===== config.mk =====
export PLATFORM = sky130hd
export DESIGN_NAME = alarm_clock_set_and_ring
export DESIGN_NICKNAME = d
export VERILOG_FILES = /design/src/design/acsr_pkg.sv /design/src/design/acsr_ring.sv /design/src/design/acsr_edit.sv /design/src/design/alarm_clock_set_and_ring.sv
export VERILOG_INCLUDE_DIRS = /design/src /design/src/design
export SDC_FILE = /design/constraint.sdc
export NUM_CORES = 1
export LEC_CHECK = 0
export ABC_CLOCK_PERIOD_IN_PS = 7900
export BUFFER_PORTS_ARGS = -buffer_cell sky130_fd_sc_hd__buf_2
export CAP_MARGIN = 30
export CORE_MARGIN = 2
export CORE_UTILIZATION = 55
export CTS_CLUSTER_DIAMETER = 150
export DETAILED_ROUTE_END_ITERATION = 12
export PLACE_DENSITY = 0.79
export RECOVER_POWER = 50
export SETUP_SLACK_MARGIN = 0.5
export SLEW_MARGIN = 20
export SYNTH_ARGS = -nofsm -noshare
export SYNTH_HDL_FRONTEND = slang
export SYNTH_SLANG_ARGS = --single-unit

===== constraint.sdc =====
create_clock -name clk -period 7.9 [get_ports clk]
set_input_delay 1.975 -clock clk [delete_from_list [all_inputs] [get_ports clk]]
set_output_delay 1.975 -clock clk [all_outputs]
set_load 0.01 [all_outputs]

===== src/design/alarm_clock_set_and_ring_defines.svh =====
// assertion macros shared by the alarm clock rtl
`ifndef ALARM_CLOCK_SET_AND_RING_DEFINES_SVH
`define ALARM_CLOCK_SET_AND_RING_DEFINES_SVH

// consequent checked on the same edge as the antecedent
`define ACSR_ASSERT_SAME(label, clk, rst, ante, cons) \
  label: assert property (@(posedge clk) disable iff (rst) (ante) |-> (cons)) \
    else $error("acsr: same-cycle check failed");

// consequent checked on the edge after the antecedent
`define ACSR_ASSERT_NEXT(label, clk, rst, ante, cons) \
  label: assert property (@(posedge clk) disable iff (rst) (ante) |=> (cons)) \
    else $error("acsr: next-cycle check failed");

`endif


===== src/design/acsr_pkg.sv =====
// types and constants for the alarm clock set and ring block
package acsr_pkg;

  localparam int unsigned HOUR_W     = 5;
  localparam int unsigned MINUTE_W   = 6;
  localparam int unsigned HOLD_W     = 16;
  localparam int unsigned RING_W     = 24;
  localparam int unsigned CFG_DATA_W = 24;

  localparam logic [HOUR_W-1:0]   LAST_HOUR   = HOUR_W'(23);
  localparam logic [MINUTE_W-1:0] LAST_MINUTE = MINUTE_W'(59);
  localparam logic [HOUR_W-1:0]   HOURS_PER_DAY    = HOUR_W'(24);
  localparam logic [MINUTE_W-1:0] MINUTES_PER_HOUR = MINUTE_W'(60);

  localparam logic [HOLD_W-1:0] HOLD_MAX = '1;
  localparam logic [RING_W-1:0] RING_MAX = '1;

  localparam logic [HOLD_W-1:0]   LONG_PRESS_RESET    = HOLD_W'(1000);
  localparam logic [RING_W-1:0]   RING_DURATION_RESET = RING_W'(60000);
  localparam logic [HOUR_W-1:0]   ALARM_HOUR_RESET    = HOUR_W'(7);
  localparam logic [MINUTE_W-1:0] ALARM_MINUTE_RESET  = MINUTE_W'(30);
  localparam logic                ALARM_ON_RESET      = 1'b1;

  typedef enum logic [0:0] {
    CFG_LONG_PRESS    = 1'b0,
    CFG_RING_DURATION = 1'b1
  } cfg_reg_t;

  typedef enum logic [1:0] {
    FIELD_HOUR   = 2'd0,
    FIELD_MINUTE = 2'd1,
    FIELD_ON     = 2'd2,
    FIELD_SAVE   = 2'd3
  } field_t;

  typedef struct packed {
    logic                set_button_down;
    logic                stop_button_down;
    logic                time_valid;
    logic [HOUR_W-1:0]   now_hour;
    logic [MINUTE_W-1:0] now_minute;
  } in_t;

  typedef struct packed {
    logic                ringing;
    logic                setting_active;
    logic [1:0]          selected_field;
    logic [HOUR_W-1:0]   draft_hour;
    logic [MINUTE_W-1:0] draft_minute;
    logic                draft_on;
    logic [HOUR_W-1:0]   saved_hour;
    logic [MINUTE_W-1:0] saved_minute;
    logic                saved_on;
  } out_t;

  typedef struct packed {
    logic [HOUR_W-1:0]   hour;
    logic [MINUTE_W-1:0] minute;
    logic                enabled;
  } alarm_t;

  typedef struct packed {
    logic                mode;
    field_t              field;
    logic [HOUR_W-1:0]   hour;
    logic [MINUTE_W-1:0] minute;
    logic                enabled;
  } draft_t;

endpackage


===== src/design/acsr_ring.sv =====
// alarm match, ring timeout and stop logic
`include "alarm_clock_set_and_ring_defines.svh"

module acsr_ring (
  input  logic                             clk,
  input  logic                             rst,
  input  logic                             en,
  input  acsr_pkg::in_t                    tick,
  input  acsr_pkg::alarm_t                 alarm,
  input  logic [acsr_pkg::RING_W-1:0]      ring_duration_ticks,
  output logic                             ringing_next
);

  logic                        ring_flag;
  logic [acsr_pkg::RING_W-1:0] ring_elapsed;
  logic [acsr_pkg::RING_W-1:0] ring_elapsed_next;
  logic                        flag_v;
  logic [acsr_pkg::RING_W-1:0] elapsed_v;

  always_comb begin
    flag_v    = ring_flag;
    elapsed_v = ring_elapsed;
    if (alarm.enabled && tick.time_valid) begin
      if (tick.now_hour == alarm.hour && tick.now_minute == alarm.minute && !flag_v) begin
        flag_v    = 1'b1;
        elapsed_v = '0;
      end
      if (flag_v && (elapsed_v >= ring_duration_ticks || tick.stop_button_down)) begin
        flag_v = 1'b0;
      end
      if (tick.now_hour != alarm.hour) begin
        flag_v = 1'b0;
      end
    end
    if (flag_v && elapsed_v != acsr_pkg::RING_MAX) begin
      elapsed_v = elapsed_v + acsr_pkg::RING_W'(1);
    end
    ringing_next      = flag_v;
    ring_elapsed_next = elapsed_v;
  end

  always_ff @(posedge clk) begin
    if (rst) begin
      ring_flag    <= 1'b0;
      ring_elapsed <= '0;
    end else if (en) begin
      ring_flag    <= ringing_next;
      ring_elapsed <= ring_elapsed_next;
    end
  end

  `ACSR_ASSERT_SAME(a_ring_starts_at_one, clk, rst, $rose(ring_flag), ring_elapsed == acsr_pkg::RING_W'(1))

endmodule


===== src/design/acsr_edit.sv =====
// set button timing, draft editing and stored alarm time
`include "alarm_clock_set_and_ring_defines.svh"

module acsr_edit (
  input  logic                             clk,
  input  logic                             rst,
  input  logic                             en,
  input  logic                             set_down,
  input  logic                             ring_active,
  input  logic [acsr_pkg::HOLD_W-1:0]      long_press_ticks,
  output acsr_pkg::alarm_t                 stored,
  output acsr_pkg::alarm_t                 stored_next,
  output acsr_pkg::draft_t                 draft_next
);

  acsr_pkg::draft_t            draft;
  logic                        press_held;
  logic                        press_held_next;
  logic                        long_seen;
  logic                        long_seen_next;
  logic [acsr_pkg::HOLD_W-1:0] hold_ticks;
  logic [acsr_pkg::HOLD_W-1:0] hold_ticks_next;

  always_comb begin
    press_held_next = press_held;
    long_seen_next  = long_seen;
    hold_ticks_next = hold_ticks;
    draft_next      = draft;
    stored_next     = stored;
    if (!ring_active) begin
      if (set_down && !press_held) begin
        press_held_next = 1'b1;
        hold_ticks_next = '0;
        long_seen_next  = 1'b0;
      end
      // long press
      if (set_down && !long_seen_next && hold_ticks_next >= long_press_ticks) begin
        long_seen_next = 1'b1;
        if (draft.mode) begin
          draft_next.field = acsr_pkg::field_t'(draft.field + 2'd1);
        end else begin
          draft_next.mode    = 1'b1;
          draft_next.field   = acsr_pkg::FIELD_HOUR;
          draft_next.hour    = stored.hour;
          draft_next.minute  = stored.minute;
          draft_next.enabled = stored.enabled;
        end
      end
      // release, short press
      if (!set_down && press_held) begin
        if (hold_ticks_next < long_press_ticks && !long_seen_next && draft.mode) begin
          unique case (draft.field)
            acsr_pkg::FIELD_HOUR: begin
              draft_next.hour = (draft.hour >= acsr_pkg::LAST_HOUR) ? '0
                                : draft.hour + acsr_pkg::HOUR_W'(1);
            end
            acsr_pkg::FIELD_MINUTE: begin
              draft_next.minute = (draft.minute >= acsr_pkg::LAST_MINUTE) ? '0
                                  : draft.minute + acsr_pkg::MINUTE_W'(1);
            end
            acsr_pkg::FIELD_ON: begin
              draft_next.enabled = !draft.enabled;
            end
            acsr_pkg::FIELD_SAVE: begin
              stored_next.hour    = draft.hour;
              stored_next.minute  = draft.minute;
              stored_next.enabled = draft.enabled;
              draft_next.mode     = 1'b0;
            end
            default: begin
              draft_next = draft;
            end
          endcase
        end
        press_held_next = 1'b0;
      end
    end
    if (press_held_next && hold_ticks_next != acsr_pkg::HOLD_MAX) begin
      hold_ticks_next = hold_ticks_next + acsr_pkg::HOLD_W'(1);
    end
  end

  always_ff @(posedge clk) begin
    if (rst) begin
      press_held     <= 1'b0;
      long_seen      <= 1'b0;
      hold_ticks     <= '0;
      draft.mode     <= 1'b0;
      draft.field    <= acsr_pkg::FIELD_HOUR;
      draft.hour     <= acsr_pkg::ALARM_HOUR_RESET;
      draft.minute   <= acsr_pkg::ALARM_MINUTE_RESET;
      draft.enabled  <= acsr_pkg::ALARM_ON_RESET;
      stored.hour    <= acsr_pkg::ALARM_HOUR_RESET;
      stored.minute  <= acsr_pkg::ALARM_MINUTE_RESET;
      stored.enabled <= acsr_pkg::ALARM_ON_RESET;
    end else if (en) begin
      press_held <= press_held_next;
      long_seen  <= long_seen_next;
      hold_ticks <= hold_ticks_next;
      draft      <= draft_next;
      stored     <= stored_next;
    end
  end

  `ACSR_ASSERT_SAME(a_stored_in_range, clk, rst, 1'b1, stored.hour < acsr_pkg::HOURS_PER_DAY && stored.minute < acsr_pkg::MINUTES_PER_HOUR)
  `ACSR_ASSERT_SAME(a_draft_in_range, clk, rst, 1'b1, draft.hour < acsr_pkg::HOURS_PER_DAY && draft.minute < acsr_pkg::MINUTES_PER_HOUR)
  `ACSR_ASSERT_NEXT(a_ring_freezes_edit, clk, rst, en && ring_active, $stable(draft) && $stable(stored))

endmodule


===== src/design/alarm_clock_set_and_ring.sv =====
// top level of the alarm clock set and ring block
//
//   channel  direction  handshake                      payload
//   tick     in         tick_valid / tick_ready        tick   (acsr_pkg::in_t)
//   result   out        result_valid / result_ready    result (acsr_pkg::out_t)
//   cfg      in         cfg_we, no wait                cfg_index, cfg_data
//
// one request per cycle while result_ready keeps up; an accepted request is
// held in the request register, which feeds the ring and edit logic; these
// update the state and load the result register in the same cycle
// a stalled result register holds the request register, so tick_ready drops
// rst is synchronous; it clears the handshake and the alarm state and reloads
// the config defaults; tick_ready is low while rst is high

`include "alarm_clock_set_and_ring_defines.svh"

module alarm_clock_set_and_ring (
  input  logic                                clk,
  input  logic                                rst,
  input  logic                                tick_valid,
  output logic                                tick_ready,
  input  acsr_pkg::in_t                       tick,
  output logic                                result_valid,
  input  logic                                result_ready,
  output acsr_pkg::out_t                      result,
  input  logic                                cfg_we,
  input  acsr_pkg::cfg_reg_t                  cfg_index,
  input  logic [acsr_pkg::CFG_DATA_W-1:0]     cfg_data
);

  logic                            stage_valid;
  acsr_pkg::in_t                   stage;
  logic                            advance;
  logic [acsr_pkg::HOLD_W-1:0]     long_press_ticks;
  logic [acsr_pkg::RING_W-1:0]     ring_duration_ticks;
  logic                            ringing_next;
  acsr_pkg::alarm_t                stored;
  acsr_pkg::alarm_t                stored_next;
  acsr_pkg::draft_t                draft_next;

  assign advance    = stage_valid && (!result_valid || result_ready);
  assign tick_ready = !rst && (!stage_valid || advance);

  always_ff @(posedge clk) begin
    if (rst) begin
      long_press_ticks    <= acsr_pkg::LONG_PRESS_RESET;
      ring_duration_ticks <= acsr_pkg::RING_DURATION_RESET;
    end else if (cfg_we) begin
      unique case (cfg_index)
        acsr_pkg::CFG_LONG_PRESS:    long_press_ticks    <= cfg_data[acsr_pkg::HOLD_W-1:0];
        acsr_pkg::CFG_RING_DURATION: ring_duration_ticks <= cfg_data[acsr_pkg::RING_W-1:0];
        default: begin
          long_press_ticks <= long_press_ticks;
        end
      endcase
    end
  end

  always_ff @(posedge clk) begin
    if (rst) begin
      stage_valid <= 1'b0;
    end else if (tick_ready) begin
      stage_valid <= tick_valid;
    end
  end

  always_ff @(posedge clk) begin
    if (tick_valid && tick_ready) begin
      stage <= tick;
    end
  end

  acsr_ring u_ring (
    .clk                 (clk),
    .rst                 (rst),
    .en                  (advance),
    .tick                (stage),
    .alarm               (stored),
    .ring_duration_ticks (ring_duration_ticks),
    .ringing_next        (ringing_next)
  );

  acsr_edit u_edit (
    .clk              (clk),
    .rst              (rst),
    .en               (advance),
    .set_down         (stage.set_button_down),
    .ring_active      (ringing_next),
    .long_press_ticks (long_press_ticks),
    .stored           (stored),
    .stored_next      (stored_next),
    .draft_next       (draft_next)
  );

  always_ff @(posedge clk) begin
    if (rst) begin
      result_valid <= 1'b0;
    end else if (advance) begin
      result_valid <= 1'b1;
    end else if (result_ready) begin
      result_valid <= 1'b0;
    end
  end

  always_ff @(posedge clk) begin
    if (advance) begin
      result.ringing        <= ringing_next;
      result.setting_active <= draft_next.mode;
      result.selected_field <= draft_next.field;
      result.draft_hour     <= draft_next.hour;
      result.draft_minute   <= draft_next.minute;
      result.draft_on       <= draft_next.enabled;
      result.saved_hour     <= stored_next.hour;
      result.saved_minute   <= stored_next.minute;
      result.saved_on       <= stored_next.enabled;
    end
  end

  `ACSR_ASSERT_NEXT(a_advance_loads_result, clk, rst, advance, result_valid)
  `ACSR_ASSERT_SAME(a_stall_blocks_request, clk, rst, stage_valid && result_valid && !result_ready, !tick_ready)

endmodule

* Word level (Yosys, flattened, before mapping)
Index checks and enable logic that the tools add are counted.
** Cells by class
- Mux-type cells :: 38
- Magnitude comparators :: 5
- Bitwise logic cells :: 2
- Equal/unequal tests :: 8
- Add/subtract/negate cells :: 5
- Reduce and logical (&&, ||, !) cells :: 32
** Operators by type and width (number)
- 24-bit 2-to-1 mux :: 4
- 16-bit 2-to-1 mux :: 4
- 12-bit 2-to-1 mux :: 5
- 15-bit 2-to-1 mux :: 4
- 24-bit by 1-bit adder with 24-bit output (second input constant) :: 1
- 24-bit greater-or-equal comparator :: 1
- 24-bit inequality test (second input constant) :: 1
- 16-bit by 1-bit adder with 16-bit output (second input constant) :: 1
- 16-bit greater-or-equal comparator :: 1
- 16-bit less-than comparator :: 1
- 1-bit 2-to-1 mux :: 16
- 16-bit inequality test (second input constant) :: 1
- 1-bit logical AND :: 15
- 6-bit 2-to-1 mux :: 2
- 5-bit 2-to-1 mux :: 2
- 1-bit logical NOT :: 9
- 6-bit by 1-bit adder with 6-bit output (second input constant) :: 1
- 6-bit equality test :: 1
- 6-bit greater-or-equal comparator (second input constant) :: 1
- 2-bit AND reduction :: 3
- 5-bit by 1-bit adder with 5-bit output (second input constant) :: 1
- 5-bit equality test :: 1
- 5-bit greater-or-equal comparator (second input constant) :: 1
- 5-bit inequality test :: 1
- 8 further kinds :: 12
** Storage, ports and cells
- Logic and storage cells :: 121
- Flip-flop bits (word level) :: 154
- Output and inout port bits :: 30
- Input bits :: 44

* Logic depth before layout (Yosys ltp)
- Word-level depth :: 23
- Mapped depth :: 17
- Depth with buffers taken out :: 15

* Cells and area by module
From an unflattened synthesis, not the netlist that was laid out.
** Unflattened totals
- Cell total of the unflattened synthesis :: 965
- Area, all modules :: 8800.9 um^2
** Modules (own cells, without submodules)
- acsr_edit :: cells an instance 407, area an instance 3274.4 um^2, times used 1, sequential area each 900.9 um^2
- alarm_clock_set_and_ring :: cells an instance 221, area an instance 3045.4 um^2, times used 1, sequential area each 2102.0 um^2
- acsr_ring :: cells an instance 337, area an instance 2481.1 um^2, times used 1, sequential area each 500.5 um^2

* Worst setup path before layout
OpenSTA, ideal clock, no wires.
- Path type :: input to register
- Start point :: in result_ready
- End point :: reg u_edit.stored[3] (netlist name)
- Path slack :: 3.108 ns
- Arrival :: 4.663 ns
- Buffers on the path :: 3
- Stages on the path :: 9
- Path through :: nor2b_1 -> nand2b_1 -> clkbuf_1 -> inv_1 -> clkbuf_1 -> nand4_1 -> clkbuf_1 -> mux2i_1 -> nand2_1
** On the way
- Cells in the longest elaborated chain, start to end :: 2
** RTL lines
- start, declared :: line alarm_clock_set_and_ring.sv:24 : input logic result_ready,
- 1-bit logical OR :: line alarm_clock_set_and_ring.sv:41 : assign advance = stage_valid && (!result_valid || result_ready);
- 1-bit logical AND :: line alarm_clock_set_and_ring.sv:41
- via advance :: line alarm_clock_set_and_ring.sv:33 : logic advance;
The timed path passes the listed nets, and every way through them passes these cells.
A chain may end at the register's enable or synchronous reset.

* Final worst setup path
- Start point :: reg stage[6] in the netlist's numbering
- End point :: reg u_edit.hold_ticks[1] in the netlist's numbering
** On the way
- Cells in the longest elaborated chain, start to end :: 15
- Elaborated cells on any way between the ends :: 20
- Those cells by class :: 1 x add/sub; 1 x order compare; 3 x eq/ne; 10 x mux; 5 x reduce/logical
** RTL lines
- start, declared :: line alarm_clock_set_and_ring.sv:32 : acsr_pkg::in_t stage;
- start signal, assigned :: line alarm_clock_set_and_ring.sv:69 : stage <= tick;
- 5-bit equality test :: line acsr_ring.sv:24 : if (tick.now_hour == alarm.hour && tick.now_minute == alarm.minute && !flag_v) begin
- 1-bit logical AND (2 in series) :: line acsr_ring.sv:24
- 24-bit 2-to-1 mux :: line acsr_ring.sv:24
- 24-bit 2-to-1 mux :: line acsr_ring.sv:23 : if (alarm.enabled && tick.time_valid) begin
- 24-bit greater-or-equal comparator :: line acsr_ring.sv:28 : if (flag_v && (elapsed_v >= ring_duration_ticks || tick.stop_button_down)) begin
- 1-bit logical OR :: line acsr_ring.sv:28
- 1-bit logical AND :: line acsr_ring.sv:28
- 1-bit 2-to-1 mux :: line acsr_ring.sv:28
- 1-bit 2-to-1 mux (*) :: line acsr_ring.sv:31 : if (tick.now_hour != alarm.hour) begin
- 1-bit 2-to-1 mux (*) :: line acsr_ring.sv:23
- parallel branches: the longest is 3 deep, another holds 16-bit by 1-bit adder with 16-bit output
- 16-bit 2-to-1 mux (*) :: line acsr_edit.sv:78 : if (press_held_next && hold_ticks_next != acsr_pkg::HOLD_MAX) begin
- end signal, assigned :: line acsr_edit.sv:99 : hold_ticks <= hold_ticks_next;
- end, declared :: line acsr_edit.sv:21 : logic [acsr_pkg::HOLD_W-1:0] hold_ticks;
Every way passes the cells marked *. The select of a mux whose other input is x is not followed.

==> metrics.yaml <==
clock_tree:
  clk_pin_slew_ps: 60
  clkLatencyLatePin_ps: 430
  cts_resized: 0
  cts_setup_buffers: 0
  clock-sinks: 154
  cts-htree-levels: 4
  ctsLongestPathBuffers: 2
  cts_buffers: 17
  cts_tree: "done"
  cts_hold_buf: 0
  root_buffer: "clkbuf_16"
yosys:
  async_reset_ff_share_pct: 0
  synthDominantCellAreaShare_pct: 27.3
  ys_seq_area_share_pct: 42.6
  synth_ff_type: "dfxtp_1"
  synthTopCellsByArea: "dfxtp_1 (27%), edfxtp_1 (15%), ha_1 (7.1%)"
  yosysTopAreaCell: "dfxtp_1"
  yosysUniqueCellTypes: 70
  netlist_area_mm2: 0.00823
  ys_seq_elements: 154
  netlist_instances: 947
  syn_nets: 1038
  synth_edf_count: 42
  avgSynthCellArea_um2: 8.69
  ys_warn_count: 0
global_route:
  gr-total-overflow: 0
  grt_pass1_wl_um: 33600
  busiest_layer: "met2"
  grt.total_usage_pct: 26.0
  grt_start_max_net_pins: 86
  met1_usage_pct: 35.8
  grt_pass1_vias: 6730
  use_met3_pct: 4.77
  antenna_found_initial: 0
  gr-usage-met2_pct: 41.6
finish:
  diodes: 0
  final_nets: 1093
  fin_area_mm2: 0.00922
  area_growth_pct: 12.1
  final_layout_size_suffix_gt1_share_pct: 10.1
floorplan:
  rows: 44
  die_area_mm2: 0.0160
  die_x_um: 126
  num_io_pins: 74
  die_height_um: 126
  coreArea_mm2: 0.0146
  start_util_pct: 56.4
pwr:
  power_mw: 1.70
  combPwrFrac_pct: 5.9
  p_seq_share_pct: 49.2
  p_sw_share_pct: 24.1
  internal_power_mw: 1.29
  clockPowerShare_pct: 44.9
  p_sw_mw: 0.410
  powerDensity_mw_per_mm2: 185
  leakage_nw: 3.50
  peakVddDrop_v: 0.000149
route:
  wire_per_inst_um: 17.1
  ant_nets: 0
  route.detailed.drc: 0
  vias_per_cell: 6.04
  drtIter0Drc: 636
  vias: 7244
  detailedRoute.firstPassIterationCount: 5
  wirelength_um: 20500
outcome:
  status: "finished with violations"
  violations: "capacitance limit, slew limit"
setup_path:
  cp_slowest_stage_delay_ps: 900
  required_ps: 8170
  crit_path_start_kind: "flip-flop"
  crit_cells: 15
  cp-end-kind: "flip-flop"
  cp_cell_sequence: "xor2_1, nor3_1, nand3b_1, or4b_2, and2_1, ha_1, and4_1, nand3_1, or3_1, o211ai_1, buf_4, inv_2, a2111o_1, or3_1, a221oi_1"
  crit_top_cell: "or3_1"
  crit_buf_inv: 2
  crit_fanout: 24
  r2r-start: "stage[6]"
  setup.worst_path.start: "stage[6]"
  path_delay_family: "simple AND/OR/NAND/NOR gates"
  path_class: "reg2reg"
  arrival_ps: 5820
  cp_slowest_cell: "or4b_2"
  ff2ff_path_depth: 15
place:
  io_buffer_count: 73
  placed_cell_area_mm2: 0.00872
  pre_cts_slack_ps: 2350
  place_congestion: 0.893
  dp_hpwl_um: 14400
timing:
  finalClockSkew_ps: 8.15
  period_needed_ps: 5550
  hold_viol: 0
  hold-worst-slack_ps: 457
  slew_violations: 121
  worst_pin_slew_ps: 3950
  finalWorstSetupSlack_ps: 2350
  timing.final.crit_share_pct: 70.3
  setup_total_negative_slack_ps: 0
  timing.fmax_mhz: 180
  rsz0062_at_grt: "false"
  relSlewSlack_pct: -163
  setup_viol: 0
job:
  maxCapViolCount: 2
hold_path:
  hold_start: "long_press_ticks[12]"
  holdCritPathClass: "reg2reg"
  hold_depth: 2
==> metrics by stage <==
stage | cells | utilization (%)
CTS | 1199 | 63.5
global placement | 1165 | 59.5
detailed placement | 1167 | 59.7
floorplan | 947 | -
finish | 1199 | 63.2
global route | 1199 | 63.2
==> registers in the layout (all words and copies together) (netlist names), 12 cells and up <==
register and cells:
u_ring.ring_elapsed 24, result 28, u_edit.draft 15, u_edit.hold_ticks 16, ring_duration_ticks 24, stage 14
u_edit.stored 12, long_press_ticks 16
==> final timing paths <==
kind / to / slack, ps
setup / recovery: u_edit.hold_ticks[1] / 2350
hold / removal: long_press_ticks[12] / 460
setup reg to reg: u_edit.hold_ticks[1] / 2350
hold reg to reg: long_press_ticks[12] / 460
==> logic make-up (layout without fill, tap and decap cells) <==
group,count (synthesis),after routing,share of synthesized area (%)
compound gates,215,215,17.4
flops,154,154,42.6
fa+ha+maj,47,47,7.15
xor+xnor,27,27,2.87
buf+inv,105,173,4.96
simple gates,377,377,22.2
mux,22,22,2.83
==> layout make-up <==
cell class	count	area (µm²)
fill	1275	5370
multi-input combinational	688	4320
sequential	154	3500
clock buffer	17	425
timing repair buffer	81	395
tap	184	230
inverter	60	225
clock inverter	15	125
==> cell usage after synthesis, drive strengths merged, types with 4 or more instances <==
master / instances
nand2: 145
dfxtp: 112
a21oi: 76
nor2: 66
inv: 59
ha: 47
edfxtp: 42
clkbuf: 37
o21ai: 35
and2: 34
o211ai: 31
nand3: 27
xor2: 21
nor2b: 19
nand4: 15
nor3: 15
mux2i: 12
nor4: 11
mux2: 10
and3: 9
nand2b: 9
a211o: 8
buf: 8
a211oi: 7
or3: 7
or4: 6
xnor2: 6
a31oi: 5
and4: 5
o311ai: 5
o22ai: 4
o2bb2ai: 4
==> cell usage in the layout, fill, tap and decap left out, types with 6 or more instances in the layout <==
cell type	synthesis	final
ha_1	47	47
mux2_2	10	10
and3_1	9	9
or3_1	7	7
o21ai_0	32	32
or4_1	6	6
and2_1	34	33
o211ai_1	31	31
nand2b_1	9	9
nand2_1	144	144
nand4_1	15	15
nand3_1	27	27
a21oi_1	76	76
nor3_1	15	15
buf_2	4	43
mux2i_1	12	12
xnor2_1	6	6
nor4_1	10	10
nor2b_1	19	19
edfxtp_1	42	42
clkbuf_16	0	17
nor2_1	66	65
a211o_1	8	8
xor2_1	21	21
dfxtp_1	112	112
a211oi_1	7	7
inv_1	58	58
clkbuf_1	36	32
==> worst register-to-register path: stages, from the launching register on <==
cell and delay, ps:
edfxtp_1 380, xor2_1 170, nor3_1 330, nand3b_1 210
or4b_2 900, and2_1 260, ha_1 280, and4_1 220
nand3_1 100, or3_1 380, o211ai_1 480, buf_4 320
inv_2 210, a2111o_1 530, or3_1 340, a221oi_1 280
==> power groups by stage <==
| stage | clock (mW) | combinational (mW) | sequential, mW |
|---|---|---|---|
| after detailed placement | 0 | 0.101 | 0.854 |
| after global routing | 0.804 | 0.113 | 0.839 |
| after global placement | 0 | 0.0975 | 0.853 |
| after CTS | 0.771 | 0.101 | 0.837 |
| after floorplan | 0 | 0.0621 | 0.854 |
| final | 0.765 | 0.101 | 0.837 |
==> metal layers <==
| layer | routed length (µm) | part of all wire (%) |
|---|---|---|
| met5 | 0 | 0 |
| met4 | 331 | 1.6 |
| met3 | 1440 | 7.0 |
| met2 | 9710 | 47 |
| met1 | 9060 | 44 |
No activity file was read; power rests on OpenSTA's default activity.
